### config.mk
export PLATFORM = sky130hd
export DESIGN_NAME = priority_queue_worker_dispatch
export DESIGN_NICKNAME = d
export VERILOG_FILES = /design/src/hdl/pqwd_pkg.sv /design/src/hdl/pqwd_ram.sv /design/src/hdl/priority_queue_worker_dispatch.sv
export SDC_FILE = /design/constraint.sdc
export NUM_CORES = 1
export LEC_CHECK = 0
export ABC_AREA = 1
export BUFFER_PORTS_ARGS = -buffer_cell sky130_fd_sc_hd__buf_4
export CORE_UTILIZATION = 53
export CTS_CLUSTER_DIAMETER = 40
export DETAILED_ROUTE_END_ITERATION = 10
export PLACE_DENSITY = 0.73
export SLEW_MARGIN = 5
export SYNTH_ARGS = -nofsm -noshare
export SYNTH_HDL_FRONTEND = slang
export SYNTH_HIERARCHICAL = 1
export SYNTH_SLANG_ARGS = --single-unit
### constraint.sdc
create_clock -name clock -period 8.5 [get_ports clock]
set_input_delay 0 -clock clock [delete_from_list [all_inputs] [get_ports clock]]
set_output_delay 0 -clock clock [all_outputs]
set_load 0.05 [all_outputs]
### src/hdl/pqwd_pkg.sv
`timescale 1ns / 1ps

package pqwd_pkg;

   localparam int DEF_QUEUE_DEPTH = 32;
   localparam int DEF_NUM_WORKERS = 4;

   localparam int HANDLE_W = 16;
   localparam int PRIO_W   = 16;
   localparam int BUSY_W   = 4;
   localparam int WIDX_W   = 2;
   localparam int QCNT_W   = 6;
   localparam int ENTRY_W  = HANDLE_W + PRIO_W;

   typedef enum logic {
      OP_ENQUEUE  = 1'b0,
      OP_DISPATCH = 1'b1
   } op_type;

   typedef enum logic [2:0] {
      ST_ENQUEUED   = 3'd0,
      ST_FULL       = 3'd1,
      ST_DISPATCHED = 3'd2,
      ST_EMPTY      = 3'd3,
      ST_PAUSED     = 3'd4,
      ST_NO_WORKER  = 3'd5
   } status_type;

   typedef enum logic [1:0] {
      S_IDLE,
      S_SCAN,
      S_SHIFT
   } state_type;

   typedef struct packed {
      op_type              op;
      logic [HANDLE_W-1:0] job_handle;
      logic [PRIO_W-1:0]   job_priority;
      logic [BUSY_W-1:0]   worker_busy;
   } req_type;

   typedef struct packed {
      status_type          status;
      logic [HANDLE_W-1:0] dispatched_handle;
      logic [WIDX_W-1:0]   worker_index;
      logic [QCNT_W-1:0]   queue_count;
   } rsp_type;

endpackage

### src/hdl/pqwd_ram.sv
`timescale 1ns / 1ps

module pqwd_ram #(
   parameter int WIDTH = 32,
   parameter int DEPTH = 32
) (
   input  logic                     clock,
   input  logic                     wr_en,
   input  logic [$clog2(DEPTH)-1:0] wr_addr,
   input  logic [WIDTH-1:0]         wr_data,
   input  logic [$clog2(DEPTH)-1:0] rd_addr,
   output logic [WIDTH-1:0]         rd_data
);

   logic [WIDTH-1:0] mem_ff [DEPTH];
   logic [WIDTH-1:0] rd_data_ff;

   always_ff @(posedge clock) begin
      if (wr_en) begin
         mem_ff[wr_addr] <= wr_data;
      end
      rd_data_ff <= mem_ff[rd_addr];
   end

   assign rd_data = rd_data_ff;

endmodule

### src/hdl/priority_queue_worker_dispatch.sv
`timescale 1ns / 1ps
// Enqueue and refused dispatch register their result at the accepting edge.
// Dispatch: a serial priority scan over the queued entries, then the entries behind the
// winner move down one by one to close the gap, then a closing step; one RAM port.
// The result strobe is registered at the end of the closing step; a new transaction can start while it is shown.
// Reset (synchronous, active high) empties the queue and clears paused; RAM content is kept.
// The receiver cannot stall: rsp_valid is a single-cycle strobe.

module priority_queue_worker_dispatch
   import pqwd_pkg::*;
#(
   parameter int QUEUE_DEPTH = DEF_QUEUE_DEPTH,
   parameter int NUM_WORKERS = DEF_NUM_WORKERS
) (
   input  logic    clock,
   input  logic    reset,
   // request channel
   input  logic    start,
   output logic    busy,
   input  req_type req_data,
   // result channel
   output logic    rsp_valid,
   output rsp_type rsp_data,
   // control register (paused)
   input  logic    csr_valid,
   output logic    csr_ready,
   input  logic    csr_data
);

   localparam int IDX_W = $clog2(QUEUE_DEPTH);
   localparam int CNT_W = $clog2(QUEUE_DEPTH + 1);
   localparam int EXT_W = CNT_W + 1;

   // control state
   state_type          state_ff, state_in;
   logic [CNT_W-1:0]   count_ff, count_in;
   logic               paused_ff, paused_in;
   logic               rsp_valid_ff, rsp_valid_in;

   // datapath state
   logic [IDX_W-1:0]    cmp_idx_ff, cmp_idx_in;    // entry whose data arrives from the RAM
   logic [IDX_W-1:0]    best_idx_ff, best_idx_in;  // scan winner, then the shift pointer
   logic [PRIO_W-1:0]   best_prio_ff, best_prio_in;
   logic [HANDLE_W-1:0] best_handle_ff, best_handle_in;
   logic [WIDX_W-1:0]   worker_ff, worker_in;
   rsp_type             rsp_ff, rsp_in;

   // RAM port
   logic               ram_wr_en;
   logic [IDX_W-1:0]   ram_wr_addr;
   logic [ENTRY_W-1:0] ram_wr_data;
   logic [IDX_W-1:0]   ram_rd_addr;
   logic [ENTRY_W-1:0] ram_rd_data;

   // first idle worker
   logic              idle_found;
   logic [WIDX_W-1:0] idle_worker;

   // entry store: {handle, priority}, one write and one registered read per cycle
   pqwd_ram #(
      .WIDTH(ENTRY_W),
      .DEPTH(QUEUE_DEPTH)
   ) u_entries (
      .clock  (clock),
      .wr_en  (ram_wr_en),
      .wr_addr(ram_wr_addr),
      .wr_data(ram_wr_data),
      .rd_addr(ram_rd_addr),
      .rd_data(ram_rd_data)
   );

   // priority encoder over the busy mask, limited to the workers that exist
   always_comb begin
      idle_found  = 1'b0;
      idle_worker = '0;
      for (int w = 0; w < BUSY_W; w++) begin
         if (w < NUM_WORKERS && !req_data.worker_busy[w] && !idle_found) begin
            idle_found  = 1'b1;
            idle_worker = WIDX_W'(w);
         end
      end
   end

   always_ff @(posedge clock) begin
      if (reset) begin
         state_ff     <= S_IDLE;
         count_ff     <= '0;
         paused_ff    <= 1'b0;
         rsp_valid_ff <= 1'b0;
      end else begin
         state_ff     <= state_in;
         count_ff     <= count_in;
         paused_ff    <= paused_in;
         rsp_valid_ff <= rsp_valid_in;
      end
   end

   always_ff @(posedge clock) begin
      cmp_idx_ff     <= cmp_idx_in;
      best_idx_ff    <= best_idx_in;
      best_prio_ff   <= best_prio_in;
      best_handle_ff <= best_handle_in;
      worker_ff      <= worker_in;
      rsp_ff         <= rsp_in;
   end

   // sequencer
   always_comb begin
      logic [EXT_W-1:0]    count_ext;
      logic [EXT_W-1:0]    cmp_ext;
      logic [EXT_W-1:0]    shift_ext;
      logic [PRIO_W-1:0]   rd_prio;
      logic [HANDLE_W-1:0] rd_handle;
      logic                take;
      logic [IDX_W-1:0]    best_idx_nx;

      count_ext   = EXT_W'(count_ff);
      cmp_ext     = EXT_W'(cmp_idx_ff);
      shift_ext   = EXT_W'(best_idx_ff);
      rd_prio     = ram_rd_data[PRIO_W-1:0];
      rd_handle   = ram_rd_data[ENTRY_W-1:PRIO_W];
      take        = 1'b0;
      best_idx_nx = best_idx_ff;

      state_in       = state_ff;
      count_in       = count_ff;
      paused_in      = paused_ff;
      rsp_valid_in   = 1'b0;
      cmp_idx_in     = cmp_idx_ff;
      best_idx_in    = best_idx_ff;
      best_prio_in   = best_prio_ff;
      best_handle_in = best_handle_ff;
      worker_in      = worker_ff;
      rsp_in         = rsp_ff;

      ram_wr_en   = 1'b0;
      ram_wr_addr = count_ff[IDX_W-1:0];
      ram_wr_data = {req_data.job_handle, req_data.job_priority};
      ram_rd_addr = '0;

      if (csr_valid) begin
         paused_in = csr_data;
      end

      unique case (state_ff)
         S_IDLE: begin
            if (start) begin
               rsp_in.dispatched_handle = '0;
               rsp_in.worker_index      = '0;
               rsp_valid_in             = 1'b1;
               if (req_data.op == OP_ENQUEUE) begin
                  if (count_ext >= EXT_W'(QUEUE_DEPTH)) begin
                     rsp_in.status = ST_FULL;
                  end else begin
                     ram_wr_en     = 1'b1;
                     count_in      = CNT_W'(count_ext + 1'b1);
                     rsp_in.status = ST_ENQUEUED;
                  end
               end else if (paused_ff) begin
                  rsp_in.status = ST_PAUSED;
               end else if (count_ff == '0) begin
                  rsp_in.status = ST_EMPTY;
               end else if (!idle_found) begin
                  rsp_in.status = ST_NO_WORKER;
               end else begin
                  // start the scan: entry 0 is read now, compared next cycle
                  rsp_valid_in = 1'b0;
                  worker_in    = idle_worker;
                  cmp_idx_in   = '0;
                  ram_rd_addr  = '0;
                  state_in     = S_SCAN;
               end
            end
         end

         S_SCAN: begin
            // strict greater-than keeps the earliest entry on a tie
            take = (cmp_idx_ff == '0) || (rd_prio > best_prio_ff);
            if (take) begin
               best_idx_nx    = cmp_idx_ff;
               best_prio_in   = rd_prio;
               best_handle_in = rd_handle;
            end
            best_idx_in = best_idx_nx;
            if (cmp_ext + 1'b1 == count_ext) begin
               // last entry seen: fetch the one behind the winner
               ram_rd_addr = IDX_W'(best_idx_nx + 1'b1);
               state_in    = S_SHIFT;
            end else begin
               ram_rd_addr = IDX_W'(cmp_idx_ff + 1'b1);
               cmp_idx_in  = IDX_W'(cmp_idx_ff + 1'b1);
            end
         end

         S_SHIFT: begin
            if (shift_ext + 1'b1 < count_ext) begin
               // move entry i+1 down to i, prefetch i+2
               ram_wr_en   = 1'b1;
               ram_wr_addr = best_idx_ff;
               ram_wr_data = ram_rd_data;
               ram_rd_addr = IDX_W'(best_idx_ff + 2'd2);
               best_idx_in = IDX_W'(best_idx_ff + 1'b1);
            end else begin
               count_in                 = CNT_W'(count_ext - 1'b1);
               rsp_valid_in             = 1'b1;
               rsp_in.status            = ST_DISPATCHED;
               rsp_in.dispatched_handle = best_handle_ff;
               rsp_in.worker_index      = worker_ff;
               state_in                 = S_IDLE;
            end
         end

         default: begin
            state_in = S_IDLE;
         end
      endcase

      rsp_in.queue_count = QCNT_W'(count_in);
   end

   assign busy      = (state_ff != S_IDLE);
   assign rsp_valid = rsp_valid_ff;
   assign rsp_data  = rsp_ff;
   assign csr_ready = 1'b1;

endmodule

==> results of run 1 <==
stage by stage:
step	cells	hold slack [ps]	utilization [%]	setup slack (ps)	cell area (um2)
floorplan	4102	93.7	-	4020	47100
global placement	5147	188	55.2	2910	48200
detailed placement	5148	193	55.2	2950	48300
CTS	5402	22.2	60.4	2920	52800
global route	5402	85.2	60.4	2380	52800
finish	5402	74.4	60.4	2810	52800
cells by family after synthesis:
family | Yosys count | share of synthesized area, %
adder cells (fa/ha/maj) | 31 | 0.824
XOR/XNOR | 9 | 0.167
flip-flops | 1137 | 71.5
other | 1 | 0.00797
AO/OA/AOI/OAI | 79 | 0.957
buffers and inverters | 324 | 4.15
AND/OR/NAND/NOR | 2521 | 22.4
per-layer routing:
layer | vias to the layer above | routed length, um
met5 | - | 0
met4 | 0 | 5110
met3 | 364 | 13800
met2 | 1852 | 57600
met1 | 15200 | 46100
li1 | 14300 | -
worst min-delay path: stages:
cell           delay [ps]
dlygate4sd3_1         520
buf_4                 170
a31oi_1                50
power breakdown:
group | internal (mW) | switching, mW
combinational | 0.461 | 1.23
sequential | 6.40 | 0.129
clock | 3.35 | 2.26
area by class of cell:
cell class | count | area share [%]
clock inverter | 77 | 1.65
clock buffer | 162 | 6.66
tap | 1155 | 2.74
inverter | 91 | 0.704
multi-input combinational | 2641 | 22.3
timing repair buffer | 139 | 2.17
sequential | 1137 | 63.8
sequential cells by signal, indices dropped and copies added (netlist names), 2 cells and up:
register and cells:
u_entries/mem_ff 1024, u_entries/rd_data 32, rsp_data 27, best_handle_ff 16, best_prio_ff 16, count_ff 6, best_idx_ff 5, cmp_idx_ff 5
state_ff 2, worker_ff 2
placed cells by master, fill, tap and decap left out, types with 2 or more instances in the layout:
cell | Yosys | layout
clkinvlp_4 | 0 | 17
a31oi_4 | 0 | 3
ha_1 | 31 | 31
xor2_1 | 8 | 8
dlygate4sd3_1 | 0 | 15
buf_12 | 0 | 5
nor2_1 | 58 | 26
clkinv_2 | 0 | 16
o21ai_0 | 34 | 33
bufinv_16 | 0 | 12
nor2_4 | 2 | 34
edfxtp_1 | 1089 | 1089
nor3_1 | 4 | 4
o22ai_1 | 2 | 2
clkinv_8 | 0 | 7
buf_4 | 25 | 119
inv_8 | 1 | 2
nand2_1 | 1641 | 1641
inv_2 | 4 | 3
nand3_1 | 802 | 802
o21ai_1 | 2 | 3
inv_1 | 85 | 83
clkbuf_8 | 0 | 6
clkbuf_1 | 34 | 22
inv_6 | 0 | 15
clkinv_1 | 1 | 8
a21oi_1 | 28 | 25
clkbuf_16 | 0 | 134
nand2_2 | 2 | 2
dfxtp_1 | 48 | 48
clkinv_4 | 0 | 4
nand4_1 | 7 | 7
a21oi_4 | 0 | 3
how the worst min path moves through the flow:
stage | startpoint | end | slack, ps | depth (start not counted)
6_report | reset | count_ff[0] | 70 | 3
5_1_grt | reset | count_ff[4] | 90 | 3
4_1_cts | csr_data | paused_ff | 20 | 4
3_5_place_dp | csr_valid | paused_ff | 190 | 2
3_3_place_gp | csr_valid | paused_ff | 190 | 2
2_1_floorplan | csr_valid | paused_ff | 90 | 1
timing repair:
action	CTS	global route
hold buffers	15	0
gates resized for setup	0	0
hold endpoints to repair	26	0
==> qor.yml, run 1 <==
grt:
  antenna_found_initial: 0
  globalRouteMet3Util_pct: 5.67
  grt_overflow_total: 0
  top_usage_layer: "met2"
  grt_util_met2_pct: 43.7
  grt_pass1_vias: 30200
  grt_pass1_wl_um: 183000
  grt_util_met1_pct: 36.3
  grt_max_degree: 215
  grtUsageTotal_pct: 27.2
cells_and_area:
  multi_input_comb_area_um2: 11800
  nNetsFinal: 4213
  syn2layout_area_growth_pct: 12.1
  antennaDiodeCount: 0
  layout-drive-gt1-share_pct: 9.21
  n_fill_cell: 6520
  regArea_um2: 33700
logic_synthesis:
  synth_nets: 4175
  syn_inst: 4102
  async_flop_share_pct: 0
  synth.distinct_cells: 42
  synth-seq-area-share_pct: 71.5
  synthTopCellsByCount: "1,641 x nand2_1, 1,089 x edfxtp_1, 802 x nand3_1"
  synth.most_common_cell: "nand2_1"
  synth-seq-cells: 1137
  yosysTopAreaCellShare_pct: 69.5
  synth_edf_count: 1089
  avgSynthCellArea_um2: 11.5
  synth_area_leaders: "edfxtp_1 69%, nand2_1 13%, nand3_1 8.5%"
  synth_area_um2: 47100
  yosys_warnings: 6
  dominantRegCellSynth: "edfxtp_1"
  yosys.area.top_type: "edfxtp_1"
worst_setup_path:
  critPathBufInv: 4
  cpMostUsedCell: "nand2_1"
  r2r_slack_ps: 2810
  worstSetupStartpointType: "flop"
  worst-path-stages: 21
  crit_start: "best_idx_ff[2]"
  cp.required_ps: 9140
  endpoint_kind: "flop"
  r2r-end: "u_entries/rd_data[2]"
  r2r-start: "best_idx_ff[2]"
  slowest_delay_ps: 770
  cp_max_fo: 186
  crit_type: "reg2reg"
  reg2reg_depth: 21
  path_delay_family: "buffers and inverters"
  slowest_stage: "buf_12"
  endpoint: "u_entries/rd_data[2]"
  worstPathArrival_ps: 6330
  crit_path_cell_trace: "ha_1 -> xor2_1 -> o21ai_0 -> inv_1 -> ha_1 -> a21oi_1 -> o21a_1 -> o31ai_4 -> nor2_4 -> nand2_1 -> a31oi_4 -> buf_12 -> inv_8 -> buf_4 -> nand3_1 -> nand3_1 -> nand2_1 -> nand2_1 -> nand2_1 -> nand2_1 -> nand2_1"
clock_network:
  post_cts_buffers: 0
  clk_pin_slew_ps: 60
  cts_tree: "done"
  cts_made_buffers: 130
  htree_levels: 4
  clock_path_buffers: 3
  clkLatencyLatePin_ps: 730
  cts_root_buffer: "clkbuf_16"
  cts.sinks: 1137
sta:
  fmax_mhz: 176
  worst_pin_slew_ps: 1200
  min_period_ps: 5690
  grt_setup_unrepaired: "false"
  maxSlewHeadroom_pct: 20.0
  hold_viol_final: 0
  finClkSkew_ps: 35.6
  final-setup-viol-count: 0
  totalNegativeSetupSlack_ps: 0
  fin_crit_sh_pct: 67.0
  final-max-slew-violation-count: 0
hold_path:
  min_path_type: "in2reg"
placement:
  gp_congestion: 0.867
  dpl.hpwl_um: 60600
  io_buffers: 70
power:
  finalPower_mw: 13.8
  power.density_nw_per_um2: 262
  ir_worst_vdd_mv: 0.207
  power_leakage_nw: 19.6
floorplanning:
  fp.dieArea_um2: 90000
  core-area_um2: 87400
  start_util_pct: 53.8
  rows: 108
  dieHeight_um: 300
  fp.dieW_um: 300
  num_io_pins: 72
job:
  cap_violations: 0
routing:
  drc: 0
  avgRoutedWirePerCell_um: 22.7
  vias: 31600
  routed_wl_um: 123000
  ant_nets: 0
  dr.pass1.iters: 6
  drt_iter0_markers: 3785
  viasPerCell: 5.86
run_status:
  outcome: "finished clean"
No activity file was read; power rests on OpenSTA's default activity.
==> run 2: changes to the inputs <==
Settings changed: ABC_AREA 1 to 0, PLACE_DENSITY 0.73 to 0.76.
Clock period 8.5 ns to 5 ns, I/O delays scaled along.
==> run 2 against run 1 <==
  * Total power increased by 54%
  * Cell count decreased by 22%
  * First-iteration DRC count decreased by 30%
  * Utilization increased by 2.1 points
  * Sequential share of layout area increased by 0.19 points
  * Synthesized cell count decreased by 32%
  * Area after synthesis decreased by 3.6%
  * Via count decreased by 17%
  * Clock power increased by 58%
  * Critical path type unchanged
  * Largest cell class unchanged
==> qor.yml, run 2 <==
run_status:
  outcome: "finished clean"
cells_and_area:
  n_fill_cell: 5713
  largest_reg_flops: 1024
  stdcell_count: 4219
  nNetsFinal: 3057
  layout_common_cells: "1,089 x edfxtp_1, 514 x mux2i_1, 219 x nand2_1"
  syn2layout_area_growth_pct: 15.9
  final_common_cell: "edfxtp_1"
  layout-drive-gt1-share_pct: 14.5
  regMostFlops: "u_entries/mem_ff"
  antennaDiodeCount: 0
routing:
  drc: 0
  vias: 26300
  drt_iter0_markers: 2648
  routed_wl_um: 115000
  dr.pass1.iters: 6
  avgRoutedWirePerCell_um: 27.3
  viasPerCell: 6.23
  ant_nets: 0
floorplanning:
  start_util_pct: 53.9
  rows: 106
  core-area_um2: 84200
  num_io_pins: 72
  fp.dieW_um: 295
  dieHeight_um: 295
  fp.dieArea_um2: 86800
sta:
  min_period_ps: 4830
  setup_slack_ps: 166
  whs_ps: 49.5
  fmax_mhz: 207
  grt_setup_unrepaired: "false"
  final-setup-viol-count: 0
  final-max-slew-violation-count: 0
  hold_viol_final: 0
  fin_crit_sh_pct: 96.7
  finClkSkew_ps: 31.5
  worst_pin_slew_ps: 1090
  maxSlewHeadroom_pct: 27.0
  totalNegativeSetupSlack_ps: 0
worst_setup_path:
  worstPathArrival_ps: 5350
  cp_max_fo: 18
  worstSetupStartpointType: "flop"
  endpoint_kind: "flop"
  r2r-start: "u_entries/rd_data[15]"
  cp.required_ps: 5510
  crit_start: "u_entries/rd_data[15]"
  reg2reg_depth: 12
  r2r_slack_ps: 170
  crit_type: "reg2reg"
  r2r-end: "u_entries/rd_data[14]"
clock_network:
  cts_made_buffers: 116
  clock_path_buffers: 3
  htree_levels: 3
  clk_pin_slew_ps: 60
  clkLatencyLatePin_ps: 700
  cts_tree: "done"
  cts_root_buffer: "clkbuf_16"
  post_cts_buffers: 0
  cts.sinks: 1137
placement:
  io_buffers: 70
  gp_congestion: 0.851
  placed_cells: 3962
  pre_cts_slack_ps: 248
  dpl.hpwl_um: 66600
grt:
  grt_pass1_vias: 26600
  grtUsageTotal_pct: 26.6
  grt_overflow_total: 0
  antenna_found_initial: 0
  grt_pass1_wl_um: 168000
  grt_max_degree: 76
logic_synthesis:
  async_flop_share_pct: 0
  synth_nets: 2862
  synthTopCellsByCount: "1,089 x edfxtp_1, 514 x mux2i_1, 220 x nand2_1"
  synth_area_um2: 45400
  yosys.area.top_type: "edfxtp_1"
  syn_inst: 2789
  synth_edf_count: 1089
  synth_area_leaders: "edfxtp_1 72%, mux2i_1 11%, dfxtp_1 2.1%"
  synth-seq-cells: 1137
  yosysTopAreaCellShare_pct: 72.0
  yosys_warnings: 6
  dominantRegCellSynth: "edfxtp_1"
  synth.most_common_cell: "edfxtp_1"
  synth.distinct_cells: 69
  synth-seq-area-share_pct: 74.1
  avgSynthCellArea_um2: 16.3
hold_path:
  hold_depth: 4
  min_from: "req_data[4]"
  min_path_type: "in2reg"
  min_to: "u_entries/mem_ff[14][0]"
power:
  finalPower_mw: 21.3
  power_leakage_nw: 16.6
  ir_worst_vdd_mv: 0.366
  power.density_nw_per_um2: 405
job:
  cap_violations: 0
## run 2: cell count changes after synthesis, moves of 21 or more
cell	previous run	this run
clkbuf_1	34	67
a21oi_1	28	112
inv_1	85	30
a31oi_1	4	34
buf_2	86	34
buf_6	66	16
a22oi_1	1	96
nand2_1	1641	220
nand3_1	802	116
and2_1	0	21
a22o_1	0	64
nor3_1	4	36
mux2i_1	0	514
## run 2: power breakdown
| group | switching (mW) | total (mW) | internal (mW) |
|---|---|---|---|
| registers | 0.156 | 10.8 | 10.7 |
| logic | 1.07 | 1.62 | 0.544 |
| clock network | 3.71 | 8.87 | 5.15 |
## run 2: cell families after synthesis
| group | Yosys count | share of synthesized area, % |
|---|---|---|
| AOI/OAI and AO/OA | 375 | 5.69 |
| xor gates and xnor gates | 21 | 0.405 |
| other | 1 | 0.00826 |
| muxes | 514 | 11.3 |
| adders and majority gates | 31 | 0.854 |
| buffers and inverters | 194 | 2.27 |
| and+or+nand+nor | 516 | 5.30 |
| DFF | 1137 | 74.1 |
## run 2: timing repair
action,4_1_cts,5_1_grt
hold buffers,38,0
endpoints found under the hold margin,789,0
gates resized for setup,0,0
## run 2: critical path: stages (launching register included)
cell and delay [ps]:
dfxtp_1 370, ha_1 380, nand4_2 130, or2_1 300, or3_1 390, and4b_1 440
o311a_1 450, a21oi_1 490, nand2b_2 660, buf_4 250, a21oi_1 40, a31oi_1 460
nand3_1 230
## run 2: cell type report
cell class	instances	area, um2	share of cell area [%]
Sequential cell	1137	33700	64.0
Inverter	32	120	0.228
Clock inverter	88	965	1.83
Tap cell	1134	1420	2.70
Timing Repair Buffer	239	2460	4.68
Clock buffer	131	3010	5.72
Multi-Input combinational cell	1458	11000	20.9
## run 2: how the worst max path moves through the flow
stage          cells after the start                       to
3_3_place_gp                      12    u_entries/rd_data[14]
4_1_cts                           12    u_entries/rd_data[14]
3_5_place_dp                      12    u_entries/rd_data[14]
2_1_floorplan                     13  u_entries/mem_ff[28][0]
6_report                          12    u_entries/rd_data[14]
5_1_grt                           13    u_entries/rd_data[14]
## run 2: per-stage QoR
stage / utilization, % / instance area (um2)
floorplan: - / 45400
global placement: 57.3 / 48300
CTS: 62.5 / 52600
global route: 62.5 / 52600
detailed placement: 57.3 / 48300
finish: 62.5 / 52600
## run 2: per-layer routing
layer / up-vias / track usage (%) / share of wire [%]
li1: 11200 / - / -
met1: 13300 / 34.0 / 38
met2: 1441 / 43.4 / 48
met3: 276 / 4.54 / 8.6
met4: 0 / 14.4 / 5.6
met5: - / 0 / 0
